<file path="src/kibr_pkg.sv">
// Shared types and constants of the key integer bucket router.
// No dependencies; imported by every module of the block but the checker.
package kibr_pkg;

    localparam int MAX_INT_POSITION  = 5;
    localparam int BUCKET_INDEX_BITS = 20;

    localparam int POS_W    = 3;
    localparam int STEP_W   = 32;
    localparam int BUCKET_W = 21;
    localparam int VALUE_W  = 63;
    localparam int CNT_W    = 6;

    // value at or above which one more digit could overflow 63 bits
    localparam logic [VALUE_W-1:0] VALUE_LIMIT = 63'd922337203685477580;
    localparam logic [7:0]         CHAR_TILDE  = 8'h7E;
    localparam logic [7:0]         CHAR_ZERO   = 8'h30;
    localparam logic [7:0]         CHAR_NINE   = 8'h39;

    // configuration register indexes
    localparam logic [1:0] CFG_INT_POSITION = 2'd0;
    localparam logic [1:0] CFG_STEP_DIVISOR = 2'd1;
    localparam logic [1:0] CFG_BUCKET_COUNT = 2'd2;

    typedef enum logic [2:0] {
        PH_SEG_START,
        PH_SEEK,
        PH_DIGITS,
        PH_AFTER_TILDE,
        PH_DONE
    } phase_t;

    typedef enum logic [1:0] {
        BK_IDLE,
        BK_RUN,
        BK_HOLD
    } back_state_t;

    typedef struct packed {
        logic [POS_W-1:0]    int_position;
        logic [STEP_W-1:0]   step_divisor;
        logic [BUCKET_W-1:0] bucket_count;
    } cfg_t;

    // one finished key handed from parser to arithmetic
    typedef struct packed {
        logic               ok;
        logic [VALUE_W-1:0] value;
    } job_t;

endpackage

</file>
<file path="src/kibr_front.sv">
// Key parser: takes one key byte a beat, tracks digit runs and hands a job
// per key to the queue. Depends on kibr_pkg.
module kibr_front import kibr_pkg::*; (
    input  logic       aclk,
    input  logic       aresetn,
    input  cfg_t       cfg,
    input  logic       s_tvalid,
    output logic       s_tready,
    input  logic [7:0] s_tdata,   // [7:0] key_byte
    input  logic       s_tlast,   // last_byte
    input  logic       q_full,
    output logic       q_push,
    output job_t       q_job
);

    phase_t             phase_reg, phase_next;
    logic [POS_W-1:0]   found_reg, found_next;
    logic [VALUE_W-1:0] value_reg, value_next;
    logic               seg_reg, seg_next;
    logic               err_reg, err_next;

    logic               digit;
    logic [VALUE_W-1:0] value_plus;
    logic               value_high;
    logic [POS_W-1:0]   tpos;
    logic [POS_W-1:0]   found_inc;
    logic               reached;
    logic               beat;
    logic               ok;

    assign s_tready = !q_full;
    assign beat     = s_tvalid && s_tready;
    assign q_push   = beat && s_tlast;
    assign q_job    = '{ok: ok, value: value_next};

    // position clamp: zero means one, large values saturate
    always_comb begin
        tpos = cfg.int_position;
        if (cfg.int_position == '0) begin
            tpos = POS_W'(1);
        end else if (cfg.int_position > POS_W'(MAX_INT_POSITION)) begin
            tpos = POS_W'(MAX_INT_POSITION);
        end
    end

    // digit append: value * 10 + d
    assign digit      = (s_tdata >= CHAR_ZERO) && (s_tdata <= CHAR_NINE);
    assign value_high = value_reg >= VALUE_LIMIT;
    assign value_plus = (value_reg << 3) + (value_reg << 1)
                        + VALUE_W'(s_tdata[3:0]);
    assign found_inc  = found_reg + POS_W'(1);
    assign reached    = {1'b0, found_inc} >= {1'b0, tpos};

    // parser next state for the current byte
    always_comb begin
        phase_next = phase_reg;
        found_next = found_reg;
        value_next = value_reg;
        seg_next   = seg_reg;
        err_next   = err_reg;
        if (!err_reg) begin
            case (phase_reg)
                PH_SEG_START, PH_SEEK: begin
                    if (digit) begin
                        seg_next   = (phase_reg == PH_SEG_START);
                        value_next = VALUE_W'(s_tdata[3:0]);
                        phase_next = PH_DIGITS;
                    end else begin
                        phase_next = PH_SEEK;
                    end
                end
                PH_DIGITS: begin
                    if (digit) begin
                        if (value_high) err_next = 1'b1;
                        else value_next = value_plus;
                    end else if (seg_reg && s_tdata == CHAR_TILDE) begin
                        seg_next   = 1'b0;
                        value_next = '0;
                        phase_next = PH_AFTER_TILDE;
                    end else begin
                        // number ends here
                        found_next = found_inc;
                        if (reached) begin
                            phase_next = PH_DONE;
                        end else begin
                            value_next = '0;
                            phase_next = seg_reg ? PH_SEG_START : PH_SEEK;
                            seg_next   = 1'b0;
                        end
                    end
                end
                PH_AFTER_TILDE: begin
                    if (digit) begin
                        if (value_high) err_next = 1'b1;
                        else value_next = value_plus;
                        phase_next = PH_DIGITS;
                    end else begin
                        err_next = 1'b1;
                    end
                end
                default: phase_next = PH_DONE;
            endcase
        end
    end

    // a key ending inside the target number also counts
    always_comb begin
        ok = 1'b0;
        if (!err_next) begin
            if (phase_next == PH_DONE) begin
                ok = 1'b1;
            end else if (phase_next == PH_DIGITS) begin
                ok = {1'b0, found_next} + 4'd1 >= {1'b0, tpos};
            end
        end
    end

    always_ff @(posedge aclk) begin
        if (!aresetn) begin
            phase_reg <= PH_SEG_START;
            found_reg <= '0;
            value_reg <= '0;
            seg_reg   <= 1'b0;
            err_reg   <= 1'b0;
        end else if (beat) begin
            if (s_tlast) begin
                phase_reg <= PH_SEG_START;
                found_reg <= '0;
                value_reg <= '0;
                seg_reg   <= 1'b0;
                err_reg   <= 1'b0;
            end else begin
                phase_reg <= phase_next;
                found_reg <= found_next;
                value_reg <= value_next;
                seg_reg   <= seg_next;
                err_reg   <= err_next;
            end
        end
    end

endmodule

</file>
<file path="src/kibr_queue.sv">
// Two-entry job queue between parser and arithmetic unit.
// Depends on kibr_pkg.
module kibr_queue import kibr_pkg::*; (
    input  logic aclk,
    input  logic aresetn,
    input  logic push,
    input  job_t push_job,
    output logic full,
    input  logic pop,
    output logic not_empty,
    output job_t head
);

    job_t       mem_reg [2];
    logic       wr_ptr_reg, rd_ptr_reg;
    logic [1:0] count_reg;

    assign full      = count_reg == 2'd2;
    assign not_empty = count_reg != 2'd0;
    assign head      = mem_reg[rd_ptr_reg];

    always_ff @(posedge aclk) begin
        if (push) mem_reg[wr_ptr_reg] <= push_job;
    end

    // pointers and fill level
    always_ff @(posedge aclk) begin
        if (!aresetn) begin
            wr_ptr_reg <= 1'b0;
            rd_ptr_reg <= 1'b0;
            count_reg  <= '0;
        end else begin
            if (push) wr_ptr_reg <= !wr_ptr_reg;
            if (pop)  rd_ptr_reg <= !rd_ptr_reg;
            count_reg <= count_reg + 2'(push) - 2'(pop);
        end
    end

endmodule

</file>
<file path="src/kibr_back.sv">
// Bit-serial divide by step and modulo by bucket count, with output register.
// Quotient bits feed the modulo as they appear. Depends on kibr_pkg.
module kibr_back import kibr_pkg::*; (
    input  logic        aclk,
    input  logic        aresetn,
    input  cfg_t        cfg,
    input  logic        q_not_empty,
    input  job_t        q_head,
    output logic        q_pop,
    output logic        m_tvalid,
    input  logic        m_tready,
    output logic [23:0] m_tdata,   // [19:0] bucket_index, [23:20] zero
    output logic        m_tuser    // no_target
);

    back_state_t state_reg, state_next;

    logic [VALUE_W-1:0]  div_reg;
    logic [STEP_W-1:0]   r1_reg;
    logic [BUCKET_W-1:0] r2_reg;
    logic [CNT_W-1:0]    cnt_reg;
    logic                ok_reg;

    logic                             out_valid_reg;
    logic [BUCKET_INDEX_BITS-1:0]     out_bucket_reg;
    logic                             out_nt_reg;

    logic                load_job;
    logic                step_en;
    logic                load_out;
    logic                out_free;

    logic [STEP_W:0]     t1;
    logic                ge1;
    logic                qbit;
    logic [STEP_W-1:0]   r1_new;
    logic [BUCKET_W-1:0] bdiv;
    logic [BUCKET_W:0]   t2;
    logic                ge2;
    logic [BUCKET_W-1:0] r2_new;

    assign out_free = !out_valid_reg || m_tready;

    // one restoring step of each: divide, then reduce the quotient bit
    assign t1     = {r1_reg, div_reg[VALUE_W-1]};
    assign ge1    = t1 >= {1'b0, cfg.step_divisor};
    assign r1_new = ge1 ? STEP_W'(t1 - {1'b0, cfg.step_divisor}) : t1[STEP_W-1:0];
    assign qbit   = (cfg.step_divisor == '0) ? div_reg[VALUE_W-1] : ge1;
    assign bdiv   = (cfg.bucket_count == '0) ? BUCKET_W'(1) : cfg.bucket_count;
    assign t2     = {r2_reg, qbit};
    assign ge2    = t2 >= {1'b0, bdiv};
    assign r2_new = ge2 ? BUCKET_W'(t2 - {1'b0, bdiv}) : t2[BUCKET_W-1:0];

    // sequencer
    always_comb begin
        state_next = state_reg;
        load_job   = 1'b0;
        step_en    = 1'b0;
        load_out   = 1'b0;
        q_pop      = 1'b0;
        case (state_reg)
            BK_IDLE: begin
                if (q_not_empty) begin
                    q_pop      = 1'b1;
                    load_job   = 1'b1;
                    state_next = BK_RUN;
                end
            end
            BK_RUN: begin
                step_en = 1'b1;
                if (cnt_reg == '0) state_next = BK_HOLD;
            end
            BK_HOLD: begin
                if (out_free) begin
                    load_out   = 1'b1;
                    state_next = BK_IDLE;
                end
            end
            default: state_next = BK_IDLE;
        endcase
    end

    always_ff @(posedge aclk) begin
        if (!aresetn) state_reg <= BK_IDLE;
        else          state_reg <= state_next;
    end

    // datapath
    always_ff @(posedge aclk) begin
        if (load_job) begin
            div_reg <= q_head.value;
            ok_reg  <= q_head.ok;
            r1_reg  <= '0;
            r2_reg  <= '0;
            cnt_reg <= CNT_W'(VALUE_W - 1);
        end else if (step_en) begin
            div_reg <= div_reg << 1;
            r1_reg  <= r1_new;
            r2_reg  <= r2_new;
            cnt_reg <= cnt_reg - CNT_W'(1);
        end
    end

    // output register
    always_ff @(posedge aclk) begin
        if (!aresetn) begin
            out_valid_reg <= 1'b0;
        end else if (load_out) begin
            out_valid_reg <= 1'b1;
        end else if (m_tready) begin
            out_valid_reg <= 1'b0;
        end
    end

    always_ff @(posedge aclk) begin
        if (load_out) begin
            out_bucket_reg <= ok_reg ? r2_reg[BUCKET_INDEX_BITS-1:0] : '0;
            out_nt_reg     <= !ok_reg;
        end
    end

    assign m_tvalid = out_valid_reg;
    assign m_tdata  = {4'b0, out_bucket_reg};
    assign m_tuser  = out_nt_reg;

endmodule

</file>
<file path="src/key_integer_bucket_router.sv">
// Top level of the key integer bucket router: configuration registers,
// parser, job queue and arithmetic unit. Depends on kibr_pkg and submodules.
//
//  channel  dir  handshake          payload
//  s_       in   s_tvalid/s_tready  s_tdata[7:0] key_byte, s_tlast last_byte
//  m_       out  m_tvalid/m_tready  m_tdata[19:0] bucket_index, m_tuser no_target
//  cfg_     in   cfg_valid/cfg_ready cfg_index[1:0], cfg_data[31:0]
//
// The parser takes one byte a cycle. Each key then passes through the
// bit-serial divide and modulo unit, which works on one key at a time
// and sets the key rate. Two finished keys can wait in the queue, so the
// parser stalls only when the queue is full. Reset is synchronous and
// needs no clearing pass; cfg_ready is always high.
module key_integer_bucket_router import kibr_pkg::*; (
    input  logic        aclk,
    input  logic        aresetn,
    input  logic        s_tvalid,
    output logic        s_tready,
    input  logic [7:0]  s_tdata,   // [7:0] key_byte
    input  logic        s_tlast,   // last_byte
    output logic        m_tvalid,
    input  logic        m_tready,
    output logic [23:0] m_tdata,   // [19:0] bucket_index, [23:20] zero
    output logic        m_tuser,   // no_target
    input  logic        cfg_valid,
    output logic        cfg_ready,
    input  logic [1:0]  cfg_index,
    input  logic [31:0] cfg_data
);

    cfg_t cfg_reg;
    logic q_full, q_push, q_pop, q_not_empty;
    job_t q_job, q_head;

    assign cfg_ready = 1'b1;

    // configuration registers
    always_ff @(posedge aclk) begin
        if (!aresetn) begin
            cfg_reg.int_position <= POS_W'(1);
            cfg_reg.step_divisor <= '0;
            cfg_reg.bucket_count <= BUCKET_W'(1);
        end else if (cfg_valid) begin
            case (cfg_index)
                CFG_INT_POSITION: cfg_reg.int_position <= cfg_data[POS_W-1:0];
                CFG_STEP_DIVISOR: cfg_reg.step_divisor <= cfg_data[STEP_W-1:0];
                CFG_BUCKET_COUNT: cfg_reg.bucket_count <= cfg_data[BUCKET_W-1:0];
                default: ;
            endcase
        end
    end

    kibr_front u_front (
        .aclk     (aclk),
        .aresetn  (aresetn),
        .cfg      (cfg_reg),
        .s_tvalid (s_tvalid),
        .s_tready (s_tready),
        .s_tdata  (s_tdata),
        .s_tlast  (s_tlast),
        .q_full   (q_full),
        .q_push   (q_push),
        .q_job    (q_job)
    );

    kibr_queue u_queue (
        .aclk      (aclk),
        .aresetn   (aresetn),
        .push      (q_push),
        .push_job  (q_job),
        .full      (q_full),
        .pop       (q_pop),
        .not_empty (q_not_empty),
        .head      (q_head)
    );

    kibr_back u_back (
        .aclk        (aclk),
        .aresetn     (aresetn),
        .cfg         (cfg_reg),
        .q_not_empty (q_not_empty),
        .q_head      (q_head),
        .q_pop       (q_pop),
        .m_tvalid    (m_tvalid),
        .m_tready    (m_tready),
        .m_tdata     (m_tdata),
        .m_tuser     (m_tuser)
    );

endmodule

</file>
<file path="config.mk">
export PLATFORM = sky130hd
export DESIGN_NAME = key_integer_bucket_router
export DESIGN_NICKNAME = d
export VERILOG_FILES = /design/src/kibr_pkg.sv /design/src/kibr_front.sv /design/src/kibr_queue.sv /design/src/kibr_back.sv /design/src/key_integer_bucket_router.sv
export SDC_FILE = /design/constraint.sdc
export NUM_CORES = 1
export LEC_CHECK = 0
export BUFFER_PORTS_ARGS = -buffer_cell sky130_fd_sc_hd__buf_2
export CAP_MARGIN = 20
export CORE_MARGIN = 2
export CORE_UTILIZATION = 40
export CTS_CLUSTER_DIAMETER = 50
export DETAILED_ROUTE_END_ITERATION = 10
export HOLD_SLACK_MARGIN = 0.05
export SYNTH_ARGS = -nofsm -noshare
export SYNTH_HDL_FRONTEND = slang
export SYNTH_SLANG_ARGS = --single-unit
</file>
<file path="constraint.sdc">
create_clock -name aclk -period 6.15 [get_ports aclk]
set_clock_uncertainty 0.2 [all_clocks]
set_input_delay 0 -clock aclk [delete_from_list [all_inputs] [get_ports aclk]]
set_output_delay 0 -clock aclk [all_outputs]
set_load 0.1 [all_outputs]
</file>
# Yosys cells after proc, flatten, opt, wreduce, memory -nomap -nowiden
# Memories as Yosys holds them, arrays and structs flattened. A register that Yosys moved wholly into a read port is not among the register bits.
# Index checks and enable logic that the tools add are counted.
# Widths: inputs -> output; s select.
dict set report classes {
  reduce_logical 27
  muxes 62
  n_addsub 9
  n_lt_le_gt_ge 8
  n_eq_ne 18
}
# op n
set op_table {}
lappend op_table {{$mux 63} 10}
lappend op_table {{$pmux 63 s3} 1}
lappend op_table {{$add 63x4->63} 1}
lappend op_table {{$add 63x63->63} 1}
lappend op_table {{$ge 63x60->1 const B} 1}
lappend op_table {{$mux 21} 2}
lappend op_table {{$mux 3} 13}
lappend op_table {{$ge 33x32->1} 1}
lappend op_table {{$logic_not 32->1} 1}
lappend op_table {{$mux 32} 1}
lappend op_table {{$sub 32x32->32} 1}
lappend op_table {{$mux 1} 27}
lappend op_table {{$ge 22x21->1} 1}
lappend op_table {{$logic_not 21->1} 1}
lappend op_table {{$sub 21x21->21} 1}
lappend op_table {{$eq 3x2->1 const B} 3}
lappend op_table {{$pmux 3 s3} 1}
lappend op_table {{$eq 8x7->1 const B} 1}
lappend op_table {{$ge 8x6->1 const B} 1}
lappend op_table {{$le 8x6->1 const B} 1}
lappend op_table {{$mux 2} 4}
lappend op_table {{$eq 2x2->1 const B} 3}
lappend op_table {{$logic_not 3->1} 2}
lappend op_table {{$logic_not 6->1} 1}
lappend op_table {{other kinds (28)} 44}
dict set report word_totals {
  mem_bits_rw 128
  reg_bits 278
  mem_count 1
  elab_cells 145
  in_bits 48
  out_inout_bits 28
}
# name depth width rd rd_ports_with_merged_regs write_ports line
set mem_list {}
lappend mem_list {u_queue.mem_reg 2 64 1 1 1 kibr_queue.sv:14} ;# job_t mem_reg [2];

# Depth between registers and ports, before layout
# Gate-level depths: netlist of the first run.
dict set report logic_depth {
  word_depth 13
  depth_mapped 26
}

# Hierarchy
# From an unflattened synthesis of the first run, not the netlist that was laid out.
dict set report hier_totals {
  cells_unflattened 2472
  hier_area_um2 24354.6
}
# module area_per_inst_um2 cells_per_inst instances
set modules_own_cells {}
lappend modules_own_cells {kibr_back 9092.5 1032 1}
lappend modules_own_cells {kibr_front 7947.6 998 1}
lappend modules_own_cells {kibr_queue 5148.7 220 1}
lappend modules_own_cells {key_integer_bucket_router 2165.8 222 1}

# Least setup slack after synthesis of the first run
# OpenSTA, ideal clock, no wires.
dict set report synth_path {
  path_kind {flip-flop to flip-flop}
  startpoint {register cfg_reg[22] in the netlist's numbering}
  endpoint {register u_back.r2_reg[12]}
  stages_incl_launch_ff 25
  period_less_slack_ps 5447
  required_ps 5822
  arrival_ps 5119
  setup_ps 128
  slack_ps 703
  cell_sequence {dfxtp_1 > inv_1 > ha_1 > nor2b_1 > o21a_1 > o21ai_0 > a21oi_1 > o21a_1 > a41oi_1 > nor2_1 > a2111oi_2 > mux2_2 > ha_1 > inv_1 > fa_1 > a21o_1 > a21o_1 > a21oi_1 > o21ai_0 > nor4_1 > o311ai_0 > o21ai_1 > clkbuf_1 > mux2i_1 > o21ai_0}
}
dict set report synth_between {
  elab_chain_len 4
  word_cells_on_any_way 6
}
# element line
set synth_rtl {}
lappend synth_rtl {{from (decl)} key_integer_bucket_router.sv:31} ;# cfg_t cfg_reg;
lappend synth_rtl {{$ge 33x32->1 / $logic_not 32->1 (equally long branches)} {kibr_back.sv:46, kibr_back.sv:48}}
lappend synth_rtl {{$mux 1 *} kibr_back.sv:48} ;# assign qbit = (cfg.step_divisor == '0) ? div_reg[VALUE_W-1] : ge1;
lappend synth_rtl {{$sub 21x21->21 / $ge 22x21->1 (equally long branches)} {kibr_back.sv:52, kibr_back.sv:51}}
lappend synth_rtl {{$mux 21 *} kibr_back.sv:52} ;# assign r2_new = ge2 ? BUCKET_W'(t2 - {1'b0, bdiv}) : t2[BUCKET_W-1:0];
lappend synth_rtl {{to (signal assigned)} kibr_back.sv:99} ;# r2_reg <= r2_new;
lappend synth_rtl {{to (decl)} kibr_back.sv:20} ;# logic [BUCKET_W-1:0] r2_reg;
# Every way passes the cells marked *; elsewhere a longest branch is shown, timed or not.
# A chain may end at the register's enable or synchronous reset.

# Worst setup path in the final report of the first run
dict set report layout_path {
  startpoint {register cfg_reg[22] in the netlist's numbering}
  endpoint {register u_back.r2_reg[16]}
}
# Same word-level chain as after synthesis.

==> flow_summary.ini, run 1 <==
[run_status]
status = finished, final reports clean

[routing]
vias = 18677
ant_nets = 0
via_per_inst = 5.50
drcViolationCount = 0
wirelength_um = 59600
drtIter0Drc = 1153
wl_per_cell_um = 17.6
drt-pass1-iter-count = 5

[floorplan]
die_y_um = 245
core_sq_um = 57700
start_util = 0.404
die-area_sq_um = 60300
die_x_um = 245
rows = 88
ioPinCount = 76

[setup_path]
arrival_ps = 6070
cpLargestDelayFamily = compound AO/OA/AOI/OAI gates
startpoint_type = flop
critPathMaxFanout = 4
path_class = reg -> reg
cpMaxStageDelayCell = dfxtp_1
end_kind = flop
critPathBufInv = 2
critPathMaxStageDelay_ps = 410
required_ps = 6420

[synth]
synth.avg_cell_area_sq_um = 9.50
synth-edff-count = 213
syn_area_sq_um = 23300
synthAdderAreaFrac = 0.103
yosysSeqAreaShare = 0.441
ys_types = 72
yosysMostFrequentCell = nand2_1
synth_common_cells = nand2_1, o21ai_0, edfxtp_1
synth_compound_area_frac = 0.204
synthXorXnorAreaFrac = 0.0436
synth_mux_area_frac = 0.0341
synthSimpleGateAreaFrac = 0.140
ys_top_cells_by_area = edfxtp_1, dfxtp_1, ha_1, nand2_1, o21ai_0
yosys_most_used_dff = edfxtp_1
yosysTopAreaCell = edfxtp_1
synth_top_family_by_area = compound AO/OA/AOI/OAI gates
ys_warn_count = 0
synth_seq_cells = 407
synthArstFlopShare = 0
syn_inst = 2456
synth_top_cell_area_share = 0.274

[timing]
slew_headroom = 0.307
setup_violations = 0
worst_slew_pin_slew_ps = 1040
rsz0062_at_grt = yes
finalHoldViolCount = 0
fmax_mhz = 173
period_minus_slack_ps = 5790
setup_ws_ps = 357
slew_viol_final = 0
min_period_over_period = 0.942

[pwr]
p_switching_w = 0.00363
p_sw_frac = 0.352
pwr-share-comb = 0.350
ir_drop_v = 0.000256
power_w = 0.0103
powerDensity_nw_per_um2 = 380
clkPwrFrac = 0.291
leakage_nw = 10.9
power_frac_seq = 0.358
intPower_w = 0.00667

[cts]
clock_latency_ps = 610
cts_buffers = 50
cts.sinks = 407
tritoncts = done
cts.clk_slew.worst_paths_ps = 60
cts_setup_buffers = 0
clock-root-buffer = clkbuf_16
htreeDepth = 2
clockBufferDepth = 3

[global_routing]
antenna_found_initial = 1
grt_pass1_vias = 18456
grt_max_degree = 84
grt_first_pass_wirelength_um = 96000
grt_usage = 0.196
grt_overflow = 0

[final_layout]
layout.cells.non_filler = 3393
largest_register_ffs = 128
fin_nets = 2823
layout-drive-gt1-share = 0.0769
final_area_sq_um = 27100
antenna_cells = 0
area_delta_synth_final_pct = 16.3

[placement]
dpl_cell_area_sq_um = 24400
dp_cells = 3196
dp_hpwl_um = 40000
gp_congestion = 0.889
placement.io_buffers = 70
pre_cts_ws_ps = 434

[flow_run]
maxCapViolations = 0

[hold_path]
hold_path.class = in -> reg
[area by class of cell]
type	count	area, sq um
Tap cell	765	957
Inverter	89	334
Clock buffer	64	1370
Timing Repair Buffer	194	1570
Fill cell	5376	30600
Clock inverter	30	328
Multi-Input combinational cell	1844	12300
Sequential cell	407	10300
[power by group through the flow]
| stage | Clock (W) | Combinational [W] | Sequential (W) |
|---|---|---|---|
| 6_report | 0.00300 | 0.00361 | 0.00369 |
| 5_1_grt | 0.00317 | 0.00406 | 0.00375 |
| 4_1_cts | 0.00307 | 0.00361 | 0.00369 |
| 3_5_place_dp | 0 | 0.00355 | 0.00375 |
| 3_3_place_gp | 0 | 0.00348 | 0.00373 |
| 2_1_floorplan | 0 | 0.00280 | 0.00365 |
[worst min-delay path, cell delays in order]
cell and delay, ps:
dlygate4sd3_1 530, buf_2 150, nand2_1 60, a21boi_0 70
[placed cells by master, fill, tap and decap left out, drive strengths merged, types with 13 or more instances in the layout]
cell         netlist  layout
a211oi            13      13
o211ai            14      14
and3              17      17
inv               89     101
nand2b            24      24
nor3              20      20
o21ai            254     254
nand2            373     373
dfxtp            194     194
edfxtp           213     213
buf               23      93
clkbuf            96      64
mux2i             75      75
nand4             26      26
nor2              97      97
nor4              24      24
a32oi             13      13
nor2b             26      26
a21o              68      68
and2              41      41
a22o              53      53
o21a              23      23
a21oi            155     155
xor2              56      56
ha               185     185
o21bai            14      14
nand3             24      24
dlygate4sd3        0     101
a21boi            59      59
xnor2             60      60
[path summary, 6_finish.rpt]
| kind | startpoint | endpoint | slack (ps) | cells after the start |
|---|---|---|---|---|
| setup / recovery | cfg_reg[22] | u_back.r2_reg[16] | 360 | 25 |
| setup reg to reg | cfg_reg[22] | u_back.r2_reg[16] | 360 | 25 |
| hold / removal | cfg_data[5] | cfg_reg[5] | 80 | 4 |
| hold reg to reg | u_front.value_reg[62] | u_front.value_reg[62] | 280 | 2 |
[through the flow]
step / TNS, ps / util / hold WS (ps)
after floorplan: 0 / - / -76.0
after global placement: 0 / 0.423 / 50.8
after detailed placement: 0 / 0.423 / 69.6
after CTS: 0 / 0.470 / 56.3
after global routing: -4.59 / 0.470 / 79.7
final: 0 / 0.470 / 81.7
[layer usage]
layer | track usage | up-vias | share of wire
met2 | 0.329 | 424 | 0.46
li1 | - | 9192 | -
met3 | 0.0289 | 98 | 0.047
met1 | 0.261 | 8961 | 0.47
met4 | 0.0560 | 2 | 0.025
met5 | 0 | - | 0.00022
[cell families (layout without fill, tap and decap cells)]
family,after synthesis,in the layout
xor gates and xnor gates,116,116
and+or+nand+nor,709,709
adders and majority gates,189,189
DFF,407,407
other,2,5
AOI/OAI and AO/OA,746,746
muxes,79,79
buffers and inverters,208,377
[timing repair]
action                     4_1_cts  5_1_grt
hold buffers                   101        0
setup endpoints to repair        0       10
resized for setup                0        1
hold endpoints to repair       147        0
Power figures use the tool's default switching activity.
==> inputs of run 2 (changes only) <==
--- a/config.mk
+++ b/config.mk
@@ -5,6 +5,7 @@
 export SDC_FILE = /design/constraint.sdc
 export NUM_CORES = 1
 export LEC_CHECK = 0
+export ABC_AREA = 1
 export BUFFER_PORTS_ARGS = -buffer_cell sky130_fd_sc_hd__buf_2
 export CAP_MARGIN = 20
 export CORE_MARGIN = 2
==> run 2 against run 1 <==
Core utilization shrank 1.0 points. Cell area rose by 9.3%. Total power grew 5.3%. Synthesized cell count increased by 44%. Critical endpoint is now u_back.r2_reg[4]. Largest cell class unchanged.
==> flow_summary.ini, run 2 <==
[synth]
synth_top_cell_area_share = 0.246
yosysMostFrequentCell = nand2_1
synth_seq_cells = 407
synth_common_cells = nand2_1, inv_1, nor2_1
syn_area_sq_um = 26000
synthArstFlopShare = 0
syn_inst = 3546
ys_top_cells_by_area = edfxtp_1, nand2_1, dfxtp_1, ha_1, inv_1
yosys_most_used_dff = edfxtp_1
synth-edff-count = 213
yosysTopAreaCell = edfxtp_1
ys_warn_count = 0
synth.avg_cell_area_sq_um = 7.34
ys_types = 59
yosysSeqAreaShare = 0.395

[hold_path]
hold_path.class = in -> reg
hold_depth = 4
hold_path.startpoint = cfg_data[18]

[flow_run]
maxCapViolations = 0

[timing]
min_period_over_period = 0.739
period_minus_slack_ps = 4550
fin_hold_ws_ps = 71.7
fmax_mhz = 220
rsz0062_at_grt = no
worst_slew_pin_slew_ps = 1140
finalHoldViolCount = 0
tns_ps = 0
setup_violations = 0
slew_viol_final = 0
slew_headroom = 0.235

[pwr]
pwr-share-comb = 0.383
leakage_nw = 12.9
p_switching_w = 0.00421
clkPwrFrac = 0.271
intPower_w = 0.00664
ir_drop_v = 0.000322
p_sw_frac = 0.388
power_frac_seq = 0.345
powerDensity_nw_per_um2 = 366

[floorplan]
start_util = 0.404
ioPinCount = 76
rows = 93
die-area_sq_um = 67200
core_sq_um = 64500
die_y_um = 259
die_x_um = 259

[global_routing]
grt_max_degree = 75
grt_usage = 0.225
grt_first_pass_wirelength_um = 121000
grt_pass1_vias = 22509
grt_overflow = 0
antenna_found_initial = 1

[routing]
via_per_inst = 5.18
wirelength_um = 75900
drcViolationCount = 0
ant_nets = 0
drt-pass1-iter-count = 5
vias = 23601
wl_per_cell_um = 16.7
drtIter0Drc = 1866

[placement]
dp_cells = 4388
dpl_cell_area_sq_um = 27200
placement.io_buffers = 70
dp_hpwl_um = 56900
gp_congestion = 1.00

[setup_path]
cp-startpoint = cfg_reg[29]
rr_startpoint = cfg_reg[29]
end_kind = flop
arrival_ps = 4860
path_class = reg -> reg
required_ps = 6460
worst_r2r_path_depth = 24
critPathMaxFanout = 23
startpoint_type = flop

[cts]
cts.clk_slew.worst_paths_ps = 60
tritoncts = done
postCtsHoldBufs = 72
htreeDepth = 2
clock_latency_ps = 640
cts_setup_buffers = 0
cts_buffers = 50
cts.sinks = 407
cts_resized = 0
clockBufferDepth = 3
clock-root-buffer = clkbuf_16

[final_layout]
area_delta_synth_final_pct = 13.9
layout_common_cells = nand2_1, inv_1, nor2_1
largest_register_ffs = 128
fin_nets = 3895
final_area_sq_um = 29700
layout.cells.non_filler = 4556
layout_commonest_cell = nand2_1
layout-drive-gt1-share = 0.0649

[run_status]
status = finished, final reports clean
## run 2: logic make-up after synthesis
logic type	Yosys count	share of synthesized area
buffers and inverters	524	0.0783
AND/OR/NAND/NOR	1686	0.262
AO/OA/AOI/OAI	661	0.146
multiplexers	2	0.000865
adder cells (fa/ha/maj)	189	0.0920
other	2	0.000288
XOR/XNOR	75	0.0252
flip-flops	407	0.395
## run 2: final cells by class
class / count / area [sq um]
Tap cell: 855 / 1070
Multi-Input combinational cell: 2618 / 13800
Inverter: 420 / 1580
Antenna cell: 1 / 2.50
Clock inverter: 23 / 274
Clock buffer: 71 / 1430
Sequential cell: 407 / 10300
Timing Repair Buffer: 161 / 1230
Fill cell: 6613 / 34800
## run 2: worst max-delay path: stages, from the launching register on
cell,delay (ps)
dfxtp_1,330
inv_1,60
ha_1,330
inv_1,80
o21ai_0,120
a21oi_1,190
nand3_1,190
nand4_1,120
o211ai_1,130
nand2_1,230
nand2_2,90
a21boi_0,360
ha_1,240
inv_1,80
fa_1,400
nand2_1,90
nand2_1,100
a31o_2,250
nand3_1,70
nand2_1,50
nor2_1,150
buf_4,290
nand2_1,80
o211ai_1,90
o21ai_0,100
## run 2: worst paths after layout
check | to | slack [ps]
hold / removal | cfg_reg[18] | 70
setup reg to reg | u_back.r2_reg[4] | 1600
hold reg to reg | flop | 260
setup / recovery | u_back.r2_reg[4] | 1600
## run 2: layer usage
metal,wire length (um),part of all wire,vias to the layer above,global-route usage
met5,0,0,-,0
met4,2110,0.028,0,0.0690
met3,3990,0.053,112,0.0283
met2,35100,0.46,530,0.375
met1,34700,0.46,10981,0.303
li1,-,-,11978,-
## run 2: power by group through the flow
stage,registers (W),clock network [W],logic [W]
floorplan,0.00374,0,0.00315
global placement,0.00380,0,0.00411
detailed placement,0.00380,0,0.00412
CTS,0.00375,0.00302,0.00417
global route,0.00380,0.00313,0.00475
finish,0.00375,0.00295,0.00416
## run 2: through the flow
| stage | util | total power (W) | setup WS (ps) |
|---|---|---|---|
| 2_1_floorplan | - | 0.00688 | 1020 |
| 3_3_place_gp | 0.422 | 0.00790 | 1720 |
| 3_5_place_dp | 0.422 | 0.00792 | 1610 |
| 4_1_cts | 0.460 | 0.0109 | 1600 |
| 5_1_grt | 0.460 | 0.0117 | 1190 |
| 6_report | 0.460 | 0.0108 | 1600 |
